[src/sv/givens_rotation_generator_core_macros.svh]
// Assertion macros used by the rotation generator top level.
`ifndef GIVENS_ROTATION_GENERATOR_CORE_MACROS_SVH
`define GIVENS_ROTATION_GENERATOR_CORE_MACROS_SVH

// Implication checked on every rising clock edge outside reset.
`define GRG_ASSERT_IMP(label, ante, cons, msg) \
  label: assert property (@(posedge clk_i) disable iff (!rst_ni) (ante) |-> (cons)) \
    else $error(msg);

// Next-cycle implication outside reset.
`define GRG_ASSERT_NEXT(label, ante, cons, msg) \
  label: assert property (@(posedge clk_i) disable iff (!rst_ni) (ante) |=> (cons)) \
    else $error(msg);

`endif

[src/sv/grg_pkg.sv]
// Package for the rotation generator: default width constants.
package grg_pkg;
  localparam int unsigned ValueWidthDef = 32;
  localparam int unsigned FractionBitsDef = 30;
endpackage

[src/sv/grg_div_stage.sv]
// One restoring-division step of the fraction divider pipeline.
module grg_div_stage
  import grg_pkg::*;
#(
  parameter int unsigned MagWidth = ValueWidthDef,
  parameter int unsigned QuoWidth = FractionBitsDef + 1
) (
  input  logic [MagWidth-1:0] rem_i,
  input  logic [MagWidth-1:0] den_i,
  input  logic [QuoWidth-1:0] quo_i,
  output logic [MagWidth-1:0] rem_o,
  output logic [QuoWidth-1:0] quo_o
);
  logic [MagWidth:0] diff;
  logic              take;

  always_comb begin
    // r >= den - r  <=>  2r >= den
    diff  = {rem_i, 1'b0} - {1'b0, den_i};
    take  = ({rem_i, 1'b0} >= {1'b0, den_i});
    rem_o = take ? diff[MagWidth-1:0] : {rem_i[MagWidth-2:0], 1'b0};
    quo_o = {quo_i[QuoWidth-2:0], take};
  end
endmodule

[config.mk]
export PLATFORM = sky130hd
export DESIGN_NAME = grg_div_stage
export DESIGN_NICKNAME = d
export VERILOG_FILES = /design/src/sv/givens_rotation_generator_core_macros.svh /design/src/sv/grg_pkg.sv /design/src/sv/grg_div_stage.sv
export SDC_FILE = /design/constraint.sdc
export NUM_CORES = 1
export LEC_CHECK = 0
export BUFFER_PORTS_ARGS = -buffer_cell sky130_fd_sc_hd__buf_2
export CORE_MARGIN = 2
export CORE_UTILIZATION = 30
export DETAILED_ROUTE_END_ITERATION = 8
export PLACE_DENSITY = 0.7
export RECOVER_POWER = 25
export SYNTH_ARGS = -nofsm -noshare
export SYNTH_HDL_FRONTEND = slang
export SYNTH_SLANG_ARGS = --single-unit
[constraint.sdc]
create_clock -name vclk -period 3
set_input_delay 0.15 -clock vclk [all_inputs]
set_output_delay 0.15 -clock vclk [all_outputs]
set_load 0.02 [all_outputs]
After elaboration in Yosys (flattened, before gate mapping)
Cells that the tools add are included.
{"block": "totals", "register_bits": 0, "in_bits": 95, "out_inout_bits": 63, "wordCells": 3}
{"block": "op_classes", "n_addsub": 1, "n_lt_le_gt_ge": 1, "n_mux": 1}
{"op": "greater-or-equal comparator 33 x 32 -> 1 bit", "n": 1}
{"op": "two-way mux 32 bit", "n": 1}
{"op": "subtractor 32 bit", "n": 1}

Longest topological paths before layout
{"block": "logic_depth", "word_depth": 2, "mapped_depth": 12, "mapped_depth_nobuf": 10}

Worst setup path after synthesis
Ideal clock, no wire load.
{"block": "synth_timing", "kind": "input to output", "from": "input rem_i[0]", "to": "output rem_o[26]", "t_arrival_ps": 2415, "t_required_ps": 2850, "path_slack_ps": 435, "cell_stages": 10, "path_buffers": 0, "cell_sequence": "inv_1 > fa_1 > nor2b_1 > o31ai_2 > a21oi_4 > a21oi_2 > o31a_1 > o2111a_1 > or3_1 > mux2_4"}
{"block": "synth_between", "elab_chain_len": 2, "word_cells_on_any_way": 3, "cone_classes": "add/sub (1); order compare (1); mux (1)"}
{"element": "start, declared", "line_no": "grg_div_stage.sv:8", "text": "input logic [MagWidth-1:0] rem_i,"}
{"element": "subtractor 32 bit or greater-or-equal comparator 33 x 32 -> 1 bit (tied branches)", "line_no": "grg_div_stage.sv:19, grg_div_stage.sv:20"}
{"element": "two-way mux 32 bit *", "line_no": "grg_div_stage.sv:21", "text": "rem_o = take ? diff[MagWidth-1:0] : {rem_i[MagWidth-2:0], 1'b0};"}
{"element": "end, declared", "line_no": "grg_div_stage.sv:11", "text": "output logic [MagWidth-1:0] rem_o,"}
Mark *: on every way between the ends. The rest lies on a longest branch, timed or not.

Final worst setup path
Ends and elaborated chain as after synthesis.

==> summary.md <==
| Metric | Value |
|---|---|
| I/O pin cnt | `158` |
| Startpoint type of the worst setup path | `input pin` |
| Sequential area share after synthesis | `0%` |
| Die height | `95.8 µm` |
| Post-CTS Hold Fix Bufs | `0` |
| Seq_cells | `0` |
| PortBufs | `97` |
| Sequential cell area | `0 µm²` |
| Drt first pass iters | `4` |
| Min Clock Period, post-route | `2.84 ns` |
| Critical-path maximum fanout | `2` |
| Final GP Congestion | `0.863` |
| Slew @ Worst Pin | `~0.55 ns` |
| Vias in the first global route | `roughly 2500` |
| Worst EP arrival | `approximately 2.7 ns` |
| Final Cycle Share | `94.6%` |
| Met3 Track Usage GR | `0.392%` |
| GR peak layer | `met2` |
| Overall routing resource usage | `between 10 and 15%` |
| Final core utilization | `between 30% and 40%` |
| Final nets | `between 500 and 600` |
| Cells after Synth | `355` |
| Initial antenna violation count | `0` |
| Final Hold Fails | `0` |
| Area Overhead vs Synth | `20.7%` |
| Layout cells sized above 1 | `between 30% and 40%` |
| Outcome | `completed` |
| Initial DRC Count | `64` |
| Post-Syn Area | `roughly 0.0025 mm²` |
| Static leakage | `1.63 nW` |
| Endpoints failing setup | `0` |
| Peak supply drop | `around 0.10 mV` |
| Routed vias/inst | `just under 5` |
| Tightest Hold Check Type | `in2out` |
| Post-DP Area | `around 0.0030 mm²` |
| Avg Cell Area, Syn | `between 7 and 8 µm²` |
| ANT cells | `0` |
| Most common cell after layout, fill and taps aside | `buf_2` |
| Rows | `33` |
| Power Density | `~270 mW/mm²` |
| DRC | `0` |
| Max incr delay on CP | `roughly 0.47 ns` |
| Via count | `between 2000 and 3000` |
| Slew margin rel. | `between 60% and 70%` |
| First-pass GRT wire length | `11.1 mm` |
| Slew Limit Fails | `0` |
| Core area | `0.00818 mm²` |
| Fmax | `~350 MHz` |
| Critical Path, Cell by Cell | `buf_2 -> inv_1 -> fa_1 -> nor2b_1 -> o31ai_2 -> a21oi_4 -> a21oi_2 -> o31a_1 -> o2111a_1 -> or3_1 -> mux2_4 -> buf_2` |
| Starting density of the core | `between 30% and 40%` |
| CP Class | `in2out` |
| Setup crit end kind | `output pin` |
| Clock buf count | `0` |
| Largest net degree at the start of global routing | `18` |
| Post-CTS Setup Bufs | `0` |
| Congestion Overflow GR | `0` |
| Max Cap Viol | `0` |
| Die area | `slightly above 0.009 mm²` |
| Grt met1 use | `20.0%` |
| Post-Syn Nets | `about 480` |
| Detail Route Antenna Nets | `0` |
| Critical path's slowest cell | `fa_1` |
| Most common cell on crit path | `buf_2` |
| Ys Warns | `0` |
| Wirelength per Cell | `13.0 µm` |
| Routed WL | `6.92 mm` |
| Most frequent cells in the layout | `buf_2 (97), inv_1 (45), a21oi_1 (32), ha_1 (32), mux2_1 (24)` |
| Detailed Place HPWL | `around 6.0 mm` |
| Worst Path Required | `2.85 ns` |
| Met2 Resource Use GR | `between 20% and 30%` |
| Yosys cell types | `52` |
| Design area | `a little over 0.003 mm²` |
| Die Width | `approximately 96 µm` |
cells by family (layout without fill, tap and decap cells):
family          after synthesis  count (layout)  synth area share [%]
fa+ha+maj                    33              33                  16.6
compound gates               98              98                  26.6
buf+inv                      92             164                  19.3
simple gates                 76              76                  15.1
mux                          30              30                  13.4
xor+xnor                     26              26                  9.01
worst max-delay path: cells and delay by family:
| kind | cells | cell delay (ns) |
|---|---|---|
| AOI/OAI and AO/OA | 5 | 0.90 |
| adders and majority gates | 1 | 0.47 |
| buffers and inverters | 3 | 0.31 |
| muxes | 1 | 0.26 |
| and+or+nand+nor | 2 | 0.57 |
area by class of cell:
cell class | instances | area, µm²
multi-input combinational | 263 | 2070
fill | 888 | 5130
tap | 105 | 131
inverter | 45 | 169
timing repair buffer | 119 | 676
routing by layer:
metal	wire [µm]	vias to the layer above
met5	0	-
met4	0	0
met3	297	0
met2	3360	71
met1	3270	1188
li1	-	1363
where the power goes:
part | switching (mW) | internal [mW]
combinational | 0.460 | 0.358
clock | 0 | 0
sequential | 0 | 0
total | 0.460 | 0.358
timing repair:
item,CTS,global route
hold endpoints to repair,0,0
endpoints found under the setup margin,0,29
gates resized for setup,0,4
worst paths after layout:
path / start / to / slack (ns) / cells after the start
setup / recovery: rem_i[0] / rem_o[26] / 0.16 / 12
hold / removal: quo_i[11] / quo_o[12] / 0.30 / 0
synth_stat cells, types with 2 or more instances:
cell type / count / share of area (%)
buf_4: 34 / 10
nor2b_1: 7 / 1.7
o21a_1: 5 / 1.5
a211oi_1: 3 / 0.89
o211a_1: 3 / 1.2
o21bai_1: 6 / 1.8
mux2i_1: 2 / 0.79
nor2_1: 19 / 2.8
nand4_1: 11 / 2.7
o221ai_1: 2 / 0.69
nor3_1: 3 / 0.59
a21o_1: 11 / 3.3
o21ai_0: 13 / 2.6
or3_1: 2 / 0.50
nand2b_1: 2 / 0.50
a21boi_0: 2 / 0.59
and3_1: 2 / 0.50
a21oi_1: 32 / 6.3
ha_1: 32 / 16
mux2_1: 24 / 11
o31ai_1: 2 / 0.59
inv_1: 45 / 6.7
nand3_1: 7 / 1.4
buf_2: 11 / 2.2
a31oi_1: 4 / 0.99
mux2_2: 3 / 1.3
clkbuf_1: 2 / 0.30
nand2_1: 18 / 2.7
xnor2_1: 18 / 6.2
xor2_1: 8 / 2.8
metrics by stage:
step / setup WS, ns / power, mW / std cells / TNS [ns] / hold WS, ns
2_1_floorplan: 0.435 / 0.613 / 355 / 0 / 0.413
6_report: 0.162 / 0.818 / 532 / 0 / 0.300
3_3_place_gp: 0.0953 / 0.805 / 532 / 0 / 0.300
4_1_cts: 0.105 / 0.818 / 532 / 0 / 0.300
5_1_grt: -0.000663 / 0.906 / 532 / -0.000663 / 0.300
3_5_place_dp: 0.0993 / 0.813 / 532 / 0 / 0.300
No activity file was read; power rests on OpenSTA's default activity.
