`src/sv/givens_rotation_generator_core_macros.svh`:
```
// Assertion macros used by the rotation generator top level.
`ifndef GIVENS_ROTATION_GENERATOR_CORE_MACROS_SVH
`define GIVENS_ROTATION_GENERATOR_CORE_MACROS_SVH

// Implication checked on every rising clock edge outside reset.
`define GRG_ASSERT_IMP(label, ante, cons, msg) \
  label: assert property (@(posedge clk_i) disable iff (!rst_ni) (ante) |-> (cons)) \
    else $error(msg);

// Next-cycle implication outside reset.
`define GRG_ASSERT_NEXT(label, ante, cons, msg) \
  label: assert property (@(posedge clk_i) disable iff (!rst_ni) (ante) |=> (cons)) \
    else $error(msg);

`endif

```
`src/sv/grg_pkg.sv`:
```
// Package for the rotation generator: default width constants.
package grg_pkg;
  localparam int unsigned ValueWidthDef = 32;
  localparam int unsigned FractionBitsDef = 30;
endpackage

```
`src/sv/grg_rsqrt_stage.sv`:
```
// One bit decision of the reciprocal square root search.
module grg_rsqrt_stage
  import grg_pkg::*;
#(
  parameter int unsigned FracBits = FractionBitsDef,
  parameter int unsigned Bit      = 0
) (
  input  logic [FracBits:0]     y_i,
  input  logic [FracBits+1:0]   w_i,
  input  logic [3*FracBits+3:0] p_i,  // y*y*w so far
  input  logic [3*FracBits+3:0] q_i,  // y*w so far
  output logic [FracBits:0]     y_o,
  output logic [3*FracBits+3:0] p_o,
  output logic [3*FracBits+3:0] q_o
);
  localparam int unsigned ProdW = 3 * FracBits + 4;
  logic [FracBits:0] cand;
  logic [ProdW-1:0]  wide_w;
  logic [ProdW-1:0]  trial;
  logic              take;

  always_comb begin
    cand   = y_i | ((FracBits+1)'(1) << Bit);
    wide_w = ProdW'(w_i);
    // (y + 2^Bit)^2 * w = y*y*w + (y*w << (Bit+1)) + (w << 2*Bit)
    trial  = p_i + (q_i << (Bit + 1)) + (wide_w << (2 * Bit));
    take   = (trial <= (ProdW'(1) << (3 * FracBits)));
    y_o    = take ? cand : y_i;
    p_o    = take ? trial : p_i;
    q_o    = take ? (q_i + (wide_w << Bit)) : q_i;
  end
endmodule

```
`config.mk`:
```
export PLATFORM = sky130hd
export DESIGN_NAME = grg_rsqrt_stage
export DESIGN_NICKNAME = d
export VERILOG_FILES = /design/src/sv/givens_rotation_generator_core_macros.svh /design/src/sv/grg_pkg.sv /design/src/sv/grg_rsqrt_stage.sv
export SDC_FILE = /design/constraint.sdc
export NUM_CORES = 1
export LEC_CHECK = 0
export BUFFER_PORTS_ARGS = -buffer_cell sky130_fd_sc_hd__buf_2
export CORE_AREA = 5 5 178 180
export DETAILED_ROUTE_END_ITERATION = 8
export DIE_AREA = 0 0 183 185
export GPL_TIMING_DRIVEN = 0
export PLACE_DENSITY = 0.67
export SLEW_MARGIN = 10
export SYNTH_ARGS = -nofsm -noshare
export SYNTH_HDL_FRONTEND = slang
export SYNTH_SLANG_ARGS = --single-unit
```
`constraint.sdc`:
```
create_clock -name vclk -period 6.95
set_input_delay 0.3475 -clock vclk [all_inputs]
set_output_delay 0.3475 -clock vclk [all_outputs]
set_load 0.02 [all_outputs]
```
After elaboration in Yosys (flattened, before gate mapping)
Index checks and enable logic that the tools add are counted.
- add/sub/neg operators: 3
- $lt $le $gt $ge: 1
- multiplexer cells: 3
- operator list (operator ; count):
    $add 94x32->94 ; 2
    $mux 94 ; 2
    $add 94x94->94 ; 1
    $le 94x91->1 const B ; 1
    $mux 1 ; 1
- bits in registers: 0
- bits of input ports: 251
- output and inout port bits: 219
- logic and storage cells: 7

Depth between registers and ports, before layout
- word-level depth: 4
- mapped depth: 20
- mapped depth without buffers: 18

Worst setup path before layout
OpenSTA, ideal clock, no wires.
- path type: input to output
- from: input port w_i[1]
- to: output port p_o[20]
- arrival time: 5.719 ns
- data required time: 6.602 ns
- setup slack: 0.883 ns
- stages on the path: 19
- buffers on the path: 2
- cells stage by stage: fa_1 ha_1 fa_1 a211oi_2 o21a_2 a211oi_2 o2111ai_1 and3_1 o41ai_1 xor2_1 or4_1 or4_1 nor4_1 nand4_1 or4b_1 a211oi_2 buf_2 buf_4 mux2i_1
- longest elaborated chain between the ends: 3
- ends and longest elaborated chain (element ; line ; text):
    start, declared ; grg_rsqrt_stage.sv:9 ; input logic [FracBits+1:0] w_i,
    $add 94x32->94 * ; grg_rsqrt_stage.sv:26 ; trial = p_i + (q_i << (Bit + 1)) + (wide_w << (2 * Bit));
    $le 94x91->1 ; grg_rsqrt_stage.sv:27 ; take = (trial <= (ProdW'(1) << (3 * FracBits)));
    $mux 94 * ; grg_rsqrt_stage.sv:29 ; p_o = take ? trial : p_i;
    end, declared ; grg_rsqrt_stage.sv:13 ; output logic [3*FracBits+3:0] p_o,
Mark *: on every way between the ends. The rest lies on a longest branch, timed or not.

Worst setup path in the final report
- from: input port p_i[1]
- to: output port q_o[24]
- longest elaborated chain between the ends: 4
- ends and longest elaborated chain (element ; line ; text):
    start, declared ; grg_rsqrt_stage.sv:10 ; input logic [3*FracBits+3:0] p_i,
    $add 94x94->94 ; grg_rsqrt_stage.sv:26 ;
    $add 94x32->94 ; grg_rsqrt_stage.sv:26 ;
    $le 94x91->1 ; grg_rsqrt_stage.sv:27 ;
    $mux 94 ; grg_rsqrt_stage.sv:30 ; q_o = take ? (q_i + (wide_w << Bit)) : q_i;
    end, declared ; grg_rsqrt_stage.sv:14 ; output logic [3*FracBits+3:0] q_o
Every way passes these cells.

==> out/results.ini <==
[drt]
met1Wirelength_microns=27500
dr.pass1.iters=6
top_layer_used=met5
num_vias=15800
vias_per_cell=6.14
routed_wl_microns=62600
wl_per_cell_microns=24.3
drc=0
route.met3.wl_microns=6030
drt_iter0_drc=1273
ant_nets=0
routed-wl-met2_microns=27200

[grt]
gr-total-overflow=0
grt_pass1_wl_microns=88600
grt_pass1_vias=14800
antenna_found_initial=2
grtUsageTotal_pct=33.5
grt_max_degree=11

[critical_path]
critical_path.endpoint_type=primary output
crit_buf_inv=7
cp_top_family=simple AND/OR/NAND/NOR gates
crit_path_max_fanout=8
crit_slowest_cell=or4b_4
path_cells=buf_6, fa_1, ha_2, fa_2, a211oi_4, o21a_4, a211oi_4, o2111ai_4, and3_4, o41ai_4, buf_4, xor2_4, or4_4, or4_4, nor4_4, nand4_1, or4b_4, a211oi_4, buf_12, buf_12, buf_16, buf_12, mux2_2, buf_6
cp.required_ns=6.60
criticalPathCategory=in2out
startpoint_type=input pin
cpPeakStageDelay_ns=0.61
cp.arrival_ns=6.64

[cells_and_area]
final_util_pct=56.5
area_delta_synth_final_pct=35.5
drive_gt1_share_pct=32.3
clock_buffer_count=0
n_sequential_cell=0
ff_latch_area_sq_um=0
nets=2646
fillers=2916

[sta]
worstMarginPinSlew_ns=1.16
rsz0062_at_grt=true
worst_slack_ns=-0.0361
max_freq_mhz=143
drv_slew=0
post-route-min-period_ns=6.99
maxSlewHeadroom_pct=22.4
fin_crit_sh_pct=101
hold_viol_final=0
setup_viol=40

[synth]
seq_area_frac_synth_pct=0
netlist_instances=1712
netlist_area_sq_um=12500
yosysTopAreaCell=ha_1
synth_fp_nets=2182
yosysUniqueCellTypes=73
yosysWarnings=0
synthTopCellsByArea=ha_1 (19%), xnor2_1 (9.2%), mux2_2 (7.5%)
synth_top_cell_area_share_pct=18.6
syn_avg_cell_area_sq_um=7.30

[die]
rows=64
start_util_pct=41.6
core_region_area_sq_um=30000
dieWidth_microns=183
die_area_sq_um=33900
io_pins=470
die_h_microns=185

[cts]
cts_hold_buffers=0

[power]
p_leak_nw=7.77
finalPower_mw=2.35
seq_power_share_pct=0
power.switching_mw=1.46
internal_power_mw=0.893
pwr-share-comb_pct=100.0
p_sw_share_pct=62.1
power_density_nw_per_um2=139
clkPwrFrac_pct=0
peakVddDrop_v=0.0000666

[worst_hold_path]
hold_class=in2out

[job]
maxCapViolCount=0

[placement]
preCtsSetupSlack_ns=-1.55
io_buffers=440
gp_congestion=0.997
dp_hpwl_microns=53000

[outcome]
violations=negative setup slack
status=finished, violations left

==> repair_timing <==
action | in CTS | in global routing
setup buffers | 5 | 13
pin swaps | 19 | 29
resized for setup | 79 | 268
setup endpoints to repair | 189 | 188
cloned | 1 | 7
==> metal layers <==
layer  up-vias  track usage (%)
met5         -                0
met4         2             7.72
met3       104             7.52
met2       849             52.7
met1      7541             46.8
li1       7301                -
==> layout by cell type (no fill, tap or decap), types with 6 or more instances in the layout <==
cell type / instances
a21oi_1: 166
nor3_1: 28
o211ai_1: 12
nand3_1: 64
o21bai_1: 24
xnor2_2: 9
fa_1: 32
o31ai_1: 7
o21ai_0: 96
nand2b_1: 12
o21a_1: 19
buf_12: 17
ha_1: 180
nand4_1: 78
and2_1: 15
or3_1: 9
and3_1: 42
nand2_1: 123
clkbuf_1: 42
mux2_4: 65
a211oi_1: 12
xor2_1: 42
a21o_1: 43
clkbuf_16: 7
nor2b_1: 17
buf_6: 68
mux2_2: 37
a21boi_0: 6
a31oi_1: 16
nor4_1: 13
xnor2_1: 123
mux2i_1: 17
buf_4: 61
and4_1: 12
nor2_1: 107
inv_1: 53
buf_2: 364
==> kinds of logic (layout without fill, tap and decap cells) <==
kind of cell / after synthesis / in the layout / synth area share (%)
buffers and inverters: 161 / 623 / 6.36
AO/OA/AOI/OAI: 482 / 482 / 24.2
XOR/XNOR: 175 / 175 / 12.3
other: 0 / 1 / 0
multiplexers: 120 / 120 / 10.6
AND/OR/NAND/NOR: 555 / 555 / 22.7
adder cells (fa/ha/maj): 219 / 219 / 23.9
==> layout make-up <==
class | instances | area (sq um) | area share (%)
buffer | 103 | 800 | 4.72
timing repair buffer | 467 | 3060 | 18.1
tap | 396 | 495 | 2.92
inverter | 53 | 199 | 1.17
multi-input combinational | 1551 | 12400 | 73.1
antenna | 1 | 2.50 | 0.0148
==> metrics by stage <==
stage                     TNS, ns  instance area, sq um  hold WS [ns]  cells
after floorplan                 0                 12500         0.808   1712
after global placement    -264.82                 15200         0.915   2548
after detailed placement  -249.32                 15200         0.914   2549
after CTS                       0                 15700         0.914   2552
after global routing        -2.20                 17000         0.920   2571
final                      -0.361                 17000         0.912   2571
==> power by group through the flow <==
stage,combinational [mW],sequential [mW],clock (mW)
after global placement,2.02,0,0
after detailed placement,2.02,0,0
after floorplan,1.32,0,0
final,2.35,0,0.0000000194
after global routing,2.51,0,0.0000000193
after CTS,2.11,0,0
==> Yosys cell counts, drive strengths merged (9+ instances only) <==
master / number
fa: 33
and3: 43
nand2: 124
o211ai: 13
o21bai: 24
nor2: 108
o21a: 20
a211oi: 19
xnor2: 132
nand4: 78
nor2b: 17
a21boi: 9
xor2: 43
mux2i: 17
and4: 12
mux2: 103
nand2b: 12
nor3: 30
a31oi: 17
and2: 15
inv: 53
clkbuf: 49
o21ai: 104
nor4: 16
a21o: 43
or3: 9
nand3: 66
ha: 186
a21oi: 172
buf: 59
==> path summary, 6_finish.rpt <==
kind | start | endpoint | slack [ns] | cells after the start
max | p_i[1] | q_o[24] | -0.04 | 24
min | y_i[20] | y_o[20] | 0.91 | 2
Power figures use the tool's default switching activity.
